[config.mk]
export PLATFORM = sky130hd
export DESIGN_NAME = rgb_to_hsl_converter_top
export DESIGN_NICKNAME = d
export VERILOG_FILES = /design/src/design/rhsl_pkg.sv /design/src/design/rhsl_front.sv /design/src/design/rhsl_cell.sv /design/src/design/rgb_to_hsl_converter_top.sv
export SDC_FILE = /design/constraint.sdc
export NUM_CORES = 2
export LEC_CHECK = 0
export BUFFER_PORTS_ARGS = -buffer_cell sky130_fd_sc_hd__clkbuf_2
export CAP_MARGIN = 20
export CORE_MARGIN = 8
export CORE_UTILIZATION = 60
export DETAILED_ROUTE_END_ITERATION = 10
export PLACE_DENSITY_LB_ADDON = 0.1
export SYNTH_ARGS = -nofsm -noshare
export SYNTH_HDL_FRONTEND = slang
export SYNTH_HIERARCHICAL = 1
export SYNTH_SLANG_ARGS = --single-unit
export TNS_END_PERCENT = 1
[constraint.sdc]
create_clock -name clk -period 10.67 [get_ports clk]
set_input_delay 1.067 -clock clk [delete_from_list [all_inputs] [get_ports clk]]
set_output_delay 1.067 -clock clk [all_outputs]
set_load 0.005 [all_outputs]
[src/design/rhsl_pkg.sv]
// ----------------------------------------------------------------------------
// rhsl_pkg: shared constants and types for the RGB to HSL converter
// Widths, divider step record and the pipeline data word.
// ----------------------------------------------------------------------------
`default_nettype none
package rhsl_pkg;
  localparam int COMP_W = 8;
  localparam int FRAC_W = 16;
  localparam int SUM_W  = COMP_W + 1;
  // hue divisor 6*delta
  localparam int HDEN_W = COMP_W + 3;
  // hue divisor scaled by 2^COMP_W over the leading steps
  localparam int HREM_W = HDEN_W + COMP_W;
  // saturation divisor up to MAXV
  localparam int SDEN_W = COMP_W;
  // division cells: COMP_W leading steps, then FRAC_W quotient bits
  localparam int STEPS  = COMP_W + FRAC_W;
  localparam int SIDX_W = $clog2(STEPS);
  localparam logic [COMP_W-1:0] COMP_MAX = {COMP_W{1'b1}};

  // long division: quotient bits one per cell, remainder carried along
  typedef struct packed {
    logic              vld;
    logic [HREM_W-1:0] h_rem;
    logic [HREM_W-1:0] h_den;
    logic [FRAC_W-1:0] h_quo;
    logic [SDEN_W:0]   s_rem;
    logic [SDEN_W-1:0] s_den;
    logic [FRAC_W-1:0] s_quo;
    logic [COMP_W-1:0] s_num;   // delta, its dividend streamed one bit per cell
    logic [SUM_W-1:0]  sum;
    logic              h_zero;
    logic              s_zero;
  } rhsl_word_t;
endpackage
`default_nettype wire

[src/design/rhsl_front.sv]
// ----------------------------------------------------------------------------
// rhsl_front: max/min, sector numerator and divisor setup
// Registers one pixel per cycle, while en is high, into the first division cell.
// ----------------------------------------------------------------------------
`default_nettype none
module rhsl_front (
  input  wire logic                       clk,
  input  wire logic                       rst_n,
  input  wire logic                       en,
  input  wire logic                       in_vld,
  input  wire logic [rhsl_pkg::COMP_W-1:0] red,
  input  wire logic [rhsl_pkg::COMP_W-1:0] green,
  input  wire logic [rhsl_pkg::COMP_W-1:0] blue,
  output rhsl_pkg::rhsl_word_t            word_r
);
  logic [rhsl_pkg::COMP_W-1:0] hi, lo, dl;
  logic [rhsl_pkg::SUM_W-1:0]  sum;
  logic [rhsl_pkg::HDEN_W-1:0] num, den6;
  logic [rhsl_pkg::SUM_W-1:0]  sden;
  rhsl_pkg::rhsl_word_t        word_nxt;

  always_comb begin
    hi = (red > green) ? red : green;
    hi = (hi > blue) ? hi : blue;
    lo = (red < green) ? red : green;
    lo = (lo < blue) ? lo : blue;
    dl = hi - lo;
    sum = {1'b0, hi} + {1'b0, lo};
    den6 = rhsl_pkg::HDEN_W'(dl) * rhsl_pkg::HDEN_W'(6);
    num = '0;
    if (hi == red && hi != green) begin
      if (green >= blue) num = rhsl_pkg::HDEN_W'(green - blue);
      else num = den6 - rhsl_pkg::HDEN_W'(blue - green);
    end else if (hi == green && hi != blue) begin
      num = rhsl_pkg::HDEN_W'({dl, 1'b0}) + rhsl_pkg::HDEN_W'(blue)
            - rhsl_pkg::HDEN_W'(red);
    end else if (hi == blue && hi != red) begin
      num = rhsl_pkg::HDEN_W'({dl, 2'b0}) + rhsl_pkg::HDEN_W'(red)
            - rhsl_pkg::HDEN_W'(green);
    end
    if (sum < rhsl_pkg::SUM_W'(rhsl_pkg::COMP_MAX)) sden = sum;
    else sden = {rhsl_pkg::COMP_MAX, 1'b0} - sum;
    word_nxt.vld    = in_vld;
    // num*2^F over den: divisor scaled so the leading steps give zero bits
    word_nxt.h_rem  = rhsl_pkg::HREM_W'(num);
    word_nxt.h_den  = {den6, {rhsl_pkg::COMP_W{1'b0}}};
    word_nxt.h_quo  = '0;
    // delta*(2^F-1) = delta*2^F - delta, streamed bit by bit into the cells
    word_nxt.s_rem  = '0;
    word_nxt.s_den  = sden[rhsl_pkg::SDEN_W-1:0];
    word_nxt.s_quo  = '0;
    word_nxt.s_num  = dl;
    word_nxt.sum    = sum;
    word_nxt.h_zero = (dl == '0);
    word_nxt.s_zero = (sden == '0);
  end

  always_ff @(posedge clk) begin
    if (!rst_n) begin
      word_r.vld <= 1'b0;
    end else if (en) begin
      word_r <= word_nxt;
    end
  end
endmodule
`default_nettype wire

[src/design/rhsl_cell.sv]
// ----------------------------------------------------------------------------
// rhsl_cell: one restoring division step for hue and saturation
// Hue: rem*2 vs den. Saturation: dividend bit stream of (delta*2^F - delta).
// ----------------------------------------------------------------------------
`default_nettype none
module rhsl_cell (
  input  wire logic                          clk,
  input  wire logic                          rst_n,
  input  wire logic                          en,
  input  wire logic [rhsl_pkg::STEPS-1:0]    s_dvd,
  input  wire logic [rhsl_pkg::SIDX_W-1:0]   s_idx,
  input  wire rhsl_pkg::rhsl_word_t          word_i,
  output rhsl_pkg::rhsl_word_t               word_r
);
  rhsl_pkg::rhsl_word_t word_nxt;
  logic [rhsl_pkg::HREM_W:0] h2;
  logic [rhsl_pkg::SDEN_W+1:0] s2;

  always_comb begin
    word_nxt = word_i;
    h2 = {word_i.h_rem, 1'b0};
    if (h2 >= {1'b0, word_i.h_den}) begin
      h2 = h2 - {1'b0, word_i.h_den};
      word_nxt.h_quo = {word_i.h_quo[rhsl_pkg::FRAC_W-2:0], 1'b1};
    end else begin
      word_nxt.h_quo = {word_i.h_quo[rhsl_pkg::FRAC_W-2:0], 1'b0};
    end
    word_nxt.h_rem = h2[rhsl_pkg::HREM_W-1:0];
    s2 = {word_i.s_rem, s_dvd[s_idx]};
    if (s2 >= {2'b0, word_i.s_den}) begin
      s2 = s2 - {2'b0, word_i.s_den};
      word_nxt.s_quo = {word_i.s_quo[rhsl_pkg::FRAC_W-2:0], 1'b1};
    end else begin
      word_nxt.s_quo = {word_i.s_quo[rhsl_pkg::FRAC_W-2:0], 1'b0};
    end
    word_nxt.s_rem = s2[rhsl_pkg::SDEN_W:0];
  end

  always_ff @(posedge clk) begin
    if (!rst_n) begin
      word_r.vld <= 1'b0;
    end else if (en) begin
      word_r <= word_nxt;
    end
  end
endmodule
`default_nettype wire

[src/design/rgb_to_hsl_converter_top.sv]
// ----------------------------------------------------------------------------
// rgb_to_hsl_converter_top: streaming RGB to HSL converter
// ----------------------------------------------------------------------------
// Accepts one pixel per clock unless stalled and returns hue, saturation and
// max+min through a setup stage, a chain of 24
// restoring-division cells (8 leading steps where only the remainders build
// up, the hue divisor being scaled by 2^8 for them, then 16 quotient-bit
// steps shared by hue and saturation), and an output register. The whole
// chain advances when the output register is free or being taken, so
// back-pressure stalls it.
`default_nettype none
module rgb_to_hsl_converter_top (
  input  wire logic                        clk,
  input  wire logic                        rst_n,
  input  wire logic                        in_valid,
  output logic                             in_ready,
  input  wire logic [rhsl_pkg::COMP_W-1:0] in_red,
  input  wire logic [rhsl_pkg::COMP_W-1:0] in_green,
  input  wire logic [rhsl_pkg::COMP_W-1:0] in_blue,
  output logic                             out_valid,
  input  wire logic                        out_ready,
  output logic [rhsl_pkg::FRAC_W-1:0]      out_hue,
  output logic [rhsl_pkg::FRAC_W-1:0]      out_saturation,
  output logic [rhsl_pkg::SUM_W-1:0]       out_lightness_sum
);
  logic en;
  rhsl_pkg::rhsl_word_t w [rhsl_pkg::STEPS+1];

  assign en = !out_valid || out_ready;
  assign in_ready = en;

  rhsl_front u_front (
    .clk(clk), .rst_n(rst_n), .en(en), .in_vld(in_valid),
    .red(in_red), .green(in_green), .blue(in_blue), .word_r(w[0])
  );

  for (genvar i = 0; i < rhsl_pkg::STEPS; i++) begin : g_cell
    logic [rhsl_pkg::STEPS-1:0] dvd;
    assign dvd = {w[i].s_num, {rhsl_pkg::FRAC_W{1'b0}}} - rhsl_pkg::STEPS'(w[i].s_num);
    rhsl_cell u_cell (
      .clk(clk), .rst_n(rst_n), .en(en), .s_dvd(dvd),
      .s_idx(rhsl_pkg::SIDX_W'(rhsl_pkg::STEPS - 1 - i)), .word_i(w[i]),
      .word_r(w[i+1])
    );
  end

  always_ff @(posedge clk) begin
    if (!rst_n) begin
      out_valid <= 1'b0;
    end else if (en) begin
      out_valid <= w[rhsl_pkg::STEPS].vld;
    end
  end

  always_ff @(posedge clk) begin
    if (en) begin
      out_hue           <= w[rhsl_pkg::STEPS].h_zero ? '0 : w[rhsl_pkg::STEPS].h_quo;
      out_saturation    <= w[rhsl_pkg::STEPS].s_zero ? '0 : w[rhsl_pkg::STEPS].s_quo;
      out_lightness_sum <= w[rhsl_pkg::STEPS].sum;
    end
  end
endmodule
`default_nettype wire

Word-level counts from Yosys, hierarchy flattened --
Index checks and enable logic that the tools add are counted.
Cells by class: $add $sub $neg 80, $mul 1, $lt $le $gt $ge 54, eq/ne operators 6, muxes and demuxes 87, reduce and logical (&&, ||, !) cells 8
Operators by type and width (number):
- 20-bit by 19-bit greater-or-equal comparator with 1-bit output | 23
- 19-bit two-way mux | 22
- 19-bit subtractor | 22
- 10-bit by 8-bit greater-or-equal comparator with 1-bit output | 23
- 9-bit two-way mux | 23
- 9-bit by 8-bit subtractor with 9-bit output | 22
- 1-bit by 8-bit subtractor with 9-bit output (first input constant) | 8
- 11-bit two-way mux | 4
- 1-bit two-way mux | 33
- 8-bit two-way mux | 4
- 8-bit == test | 3
- 8-bit inequality test | 3
- 24-bit by 8-bit subtractor with 24-bit output | 1
- 23-bit by 8-bit subtractor with 23-bit output | 1
- 11-bit by 8-bit subtractor with 11-bit output | 2
- 22-bit by 8-bit subtractor with 22-bit output | 1
- 21-bit by 8-bit subtractor with 21-bit output | 1
- 20-bit by 8-bit subtractor with 20-bit output | 1
- 12-bit by 19-bit greater-or-equal comparator with 1-bit output | 1
- 12-bit by 19-bit subtractor with 19-bit output | 1
- 19-bit by 8-bit subtractor with 19-bit output | 1
- 18-bit by 8-bit subtractor with 18-bit output | 1
- 8-bit by 8-bit subtractor with 9-bit output | 2
- 17-bit by 8-bit subtractor with 17-bit output | 1
- other kinds (28) | 32
Storage, ports and cells: register bits after elaboration 1865, output and inout bits 43

Logic depth before layout (Yosys ltp) --
depth in word-level cells 10, mapped depth 41

Cells and area by module --
The synthesis kept the hierarchy.
By module, submodules not included:
- rhsl_cell (g_cell[0].u_cell ...) | times used 19, cells each 373, area an instance 5281.3 um^2, sequential area each 3203.1 um^2
- rhsl_cell (g_cell[19].u_cell ...) | times used 5, cells each 374, area an instance 5381.4 um^2, sequential area each 3203.1 um^2
- rgb_to_hsl_converter_top | times used 1, cells each 1309, area an instance 9295.2 um^2, sequential area each 1251.2 um^2
- rhsl_front | times used 1, cells each 793, area an instance 7056.8 um^2, sequential area each 1371.3 um^2

Least setup slack after synthesis --
OpenSTA, ideal clock, no wires.
kind input to register, start input port in_red[0] in the netlist's numbering, end register u_front/word_r[96] in the netlist's numbering (data pin), setup time 275 ps, data arrival time 7818 ps, required time 10395 ps, path slack 2577 ps, stages 35, path buffers 3, path through inv_1 -> ha_1 -> fa_1 -> inv_1 -> a21o_1 -> a21oi_1 -> o21a_1 -> nor2_1 -> clkbuf_1 -> o21ai_0 -> ha_1 -> nand2_1 -> o21ai_0 -> mux2i_1 -> a21oi_2 -> clkbuf_1 -> mux2_2 -> ha_1 -> buf_6 -> nor2b_1 -> a211oi_1 -> nor2_1 -> inv_1 -> ha_1 -> a21oi_1 -> nor3b_1 -> a21oi_1 -> xnor2_1 -> ha_1 -> o41a_1 -> a21o_1 -> a21oi_1 -> xnor2_1 -> a21oi_1 -> o221ai_1
On the way: elaborated cells on any way between the ends 28
RTL lines:
- start: declaration | RTL line rgb_to_hsl_converter_top.sv:17 | input wire logic [rhsl_pkg::COMP_W-1:0] in_red,
- 8-bit > comparator / 8-bit less-than comparator (equally long branches) | RTL line rhsl_front.sv:23, rhsl_front.sv:25
- 8-bit two-way mux, on equally long branches | RTL line rhsl_front.sv:23, rhsl_front.sv:25
- 8-bit > comparator / 8-bit less-than comparator (equally long branches) | RTL line rhsl_front.sv:24, rhsl_front.sv:26
- 8-bit two-way mux, on equally long branches | RTL line rhsl_front.sv:24, rhsl_front.sv:26
- 8-bit subtractor * | RTL line rhsl_front.sv:27 | dl = hi - lo;
- via u_front.dl (one bit) | RTL line rhsl_front.sv:16 | logic [rhsl_pkg::COMP_W-1:0] hi, lo, dl;
- 8-bit by 2-bit multiplier with 10-bit output * | RTL line rhsl_front.sv:29 | den6 = rhsl_pkg::HDEN_W'(dl) * rhsl_pkg::HDEN_W'(6);
- via u_front.den6 (one bit) | RTL line rhsl_front.sv:18 | logic [rhsl_pkg::HDEN_W-1:0] num, den6;
- 11-bit subtractor * | RTL line rhsl_front.sv:33 | else num = den6 - rhsl_pkg::HDEN_W'(blue - green);
- 11-bit two-way mux * | RTL line rhsl_front.sv:32 | if (green >= blue) num = rhsl_pkg::HDEN_W'(green - blue);
- 11-bit two-way mux * | RTL line rhsl_front.sv:31 | if (hi == red && hi != green) begin
- via u_front.num (one bit) | RTL line rhsl_front.sv:18
- end signal: assignment | RTL line rhsl_front.sv:62 | word_r <= word_nxt;
- end: declaration | RTL line rhsl_front.sv:14 | output rhsl_pkg::rhsl_word_t word_r
Mark *: on every way through the listed nets, which the timed path passes. The rest lies on a longest branch. A chain may end at the register's enable or synchronous reset.

Final worst setup path --
start input port in_red[1] in the netlist's numbering, end register u_front/word_r[96] in the netlist's numbering (data pin)
Same word-level chain as after synthesis.

==> metrics <==
setup bufs post-CTS=0; # fillers=15.6k; clk_lat worst skew=0.87 ns; Hold Startpoint=g_cell[4].u_cell/word_r[9]$_DFFE_PP_; ANT nets after route=0; leakage=0.0539 µW; Critical-path top delay cell=nor2_1; root buffer cell=clkbuf_16; Power Dens Cells=298 mW/mm²; I/O pin count=71; crit-path max FO=22; RSZ-0062 raised after global routing=no; CTS Buf Count=218; class of the worst hold path=reg -> reg; H-tree levels=4; hold path depth=0; area delta synth->final=8.84%; cell mode on critical path=a21oi_1; port bufs=70; Slew @ Worst Pin=1.10 ns; VDD IR max=0.219 mV; Worst setup SP type=primary input; Sinks on Clock Net=2097; Syn Area/Cell=12.2 µm²; area of the mapped netlist=0.125 mm²; final setup fails=0; Initial DRT Pass Iterations=6; die area=0.224 mm²; vias in the first global route=80.2k; Via Count=80.7k; Ys Warns=6; path depth of the worst reg2reg path=15; CTS tree=built; Rel. slew slack=0.261; Final Power=40700 µW; slowest stage delay, CP=0.53 ns; antenna violations before repair=4; status=complete, no violations; Worst Path Arrival=9.02 ns; clk_skew=0.0639 ns; final setup TNS=0 ns; Placed Instances=13.3k; Reg2Reg Launch Point=g_cell[17].u_cell/word_r[15]$_DFFE_PP_; DP HPWL=205000 µm; Final min period=8.47 ns; crit end category=register; worst reg2reg endpoint=g_cell[18].u_cell/word_r[46]$_DFFE_PP_; Mapped Cells=10.3k; vias per cell=5.89; period utilization=0.794; Initial Util=0.601; Non-Filler Instances=13.7k; Hold-fix buffers, CTS=0; WL/cell=19.9 µm; Iter 0 DRT Violations=5940; placement row count=168; Post-layout nets=11.6k; core box area=0.209 mm²; Worst-path clk slew=0.06 ns; Residual DRC=0; clk buf depth=3; post-CTS sizing=0; DIE WIDTH=473 µm; GRT Overall Usage=0.237; global-route wire length before repair=432000 µm; reg2reg setup slack=5.14 ns; final hold vios=0; Max Cap Viol=0; drt total wl=272000 µm; worst hold endpoint=g_cell[5].u_cell/word_r[9]$_DFFE_PP_; required time worst endpoint=11.22 ns; Slew Limit Fails=0; gr ovfl total=0; die height=473 µm; maximum number of pins on one net before global-route repair=81; layout cells sized above 1=0.142; Max Fclk=118 MHz; WS Path Type=in -> reg; routability congestion estimate=0.924
worst max path at each step:
stage / depth (start not counted) / end / startpoint / slack, ns
2_1_floorplan: 35 / u_front/word_r[96]$_DFFE_PP_ / in_red[0] / 2.58
3_3_place_gp: 35 / u_front/word_r[96]$_DFFE_PP_ / in_red[1] / 1.41
3_5_place_dp: 35 / u_front/word_r[96]$_DFFE_PP_ / in_red[1] / 1.47
4_1_cts: 35 / u_front/word_r[96]$_DFFE_PP_ / in_red[1] / 2.35
5_1_grt: 35 / u_front/word_r[96]$_DFFE_PP_ / in_red[1] / 1.66
6_report: 35 / u_front/word_r[96]$_DFFE_PP_ / in_red[1] / 2.20
power by group:
group          internal [µW]  switching [µW]
Combinational           9020           10300
Clock                   4760            3260
Sequential             12000            1320
state kept, by name, indices dropped and copies added (netlist names):
signal,flops
g_cell.u_cell/word_r,2009
out_hue,16
u_front/word_r,46
out_lightness_sum,9
out_saturation,16
out_valid,1
area by class of cell:
class                   instances  area [µm²]  area share
repair buffers                118         718     0.00526
inverters                     986        3700      0.0271
diodes                          8        20.0    0.000147
clock inverters               149        2080      0.0153
multi-input cells            7277       58200       0.426
flip-flops and latches       2097       62700       0.459
clock buffers                 256        5630      0.0412
well taps                    2805        3510      0.0257
cells in the final DEF (no fill, tap or decap), types with 42 or more instances in the layout:
master     instances
a211oi_1          55
a21o_1           204
a21oi_1          487
a31oi_1           57
and2_1           121
and2_4            42
buf_4             44
clkbuf_16        218
clkbuf_2          70
conb_1           329
edfxtp_1        2071
fa_1              70
ha_1             832
inv_1            974
mux2_2           195
mux2_4           255
mux2i_1          142
mux4_2           163
nand2_1          471
nand2b_1          71
nand3_1          391
nand4_1          149
nor2_1           494
nor2b_1          175
nor3_1           242
nor4_1            58
o211ai_1          64
o21a_1           114
o21ai_0          436
o21ai_1           53
o31ai_2           72
or2_2             57
or3_1             63
xnor2_1          379
xor2_1           252
worst max-delay path: cells and delay by family:
family,cells,cell delay (ns)
muxes,1,0.13
AOI/OAI and AO/OA,15,3.48
buffers and inverters,7,1.28
and+or+nand+nor,5,1.15
xor gates and xnor gates,2,0.22
adders and majority gates,5,1.67
per-stage QoR:
step	instance area (µm²)	hold slack [ns]	setup WS [ns]	util
global route	137000	0.394	1.66	0.654
CTS	137000	0.387	2.35	0.654
global placement	129000	0.400	1.41	0.617
floorplan	127000	0.400	2.58	-
finish	137000	0.390	2.20	0.654
detailed placement	129000	0.405	1.47	0.617
metal layers:
layer | wire (µm) | vias up | GRT usage
met3 | 11000 | 519 | 0.0261
met1 | 118000 | 39300 | 0.311
met2 | 133000 | 1915 | 0.410
li1 | - | 38900 | -
met5 | 0 | - | 0
met4 | 10800 | 0 | 0.0886
Note: power is estimated with default switching activity, not from simulation.
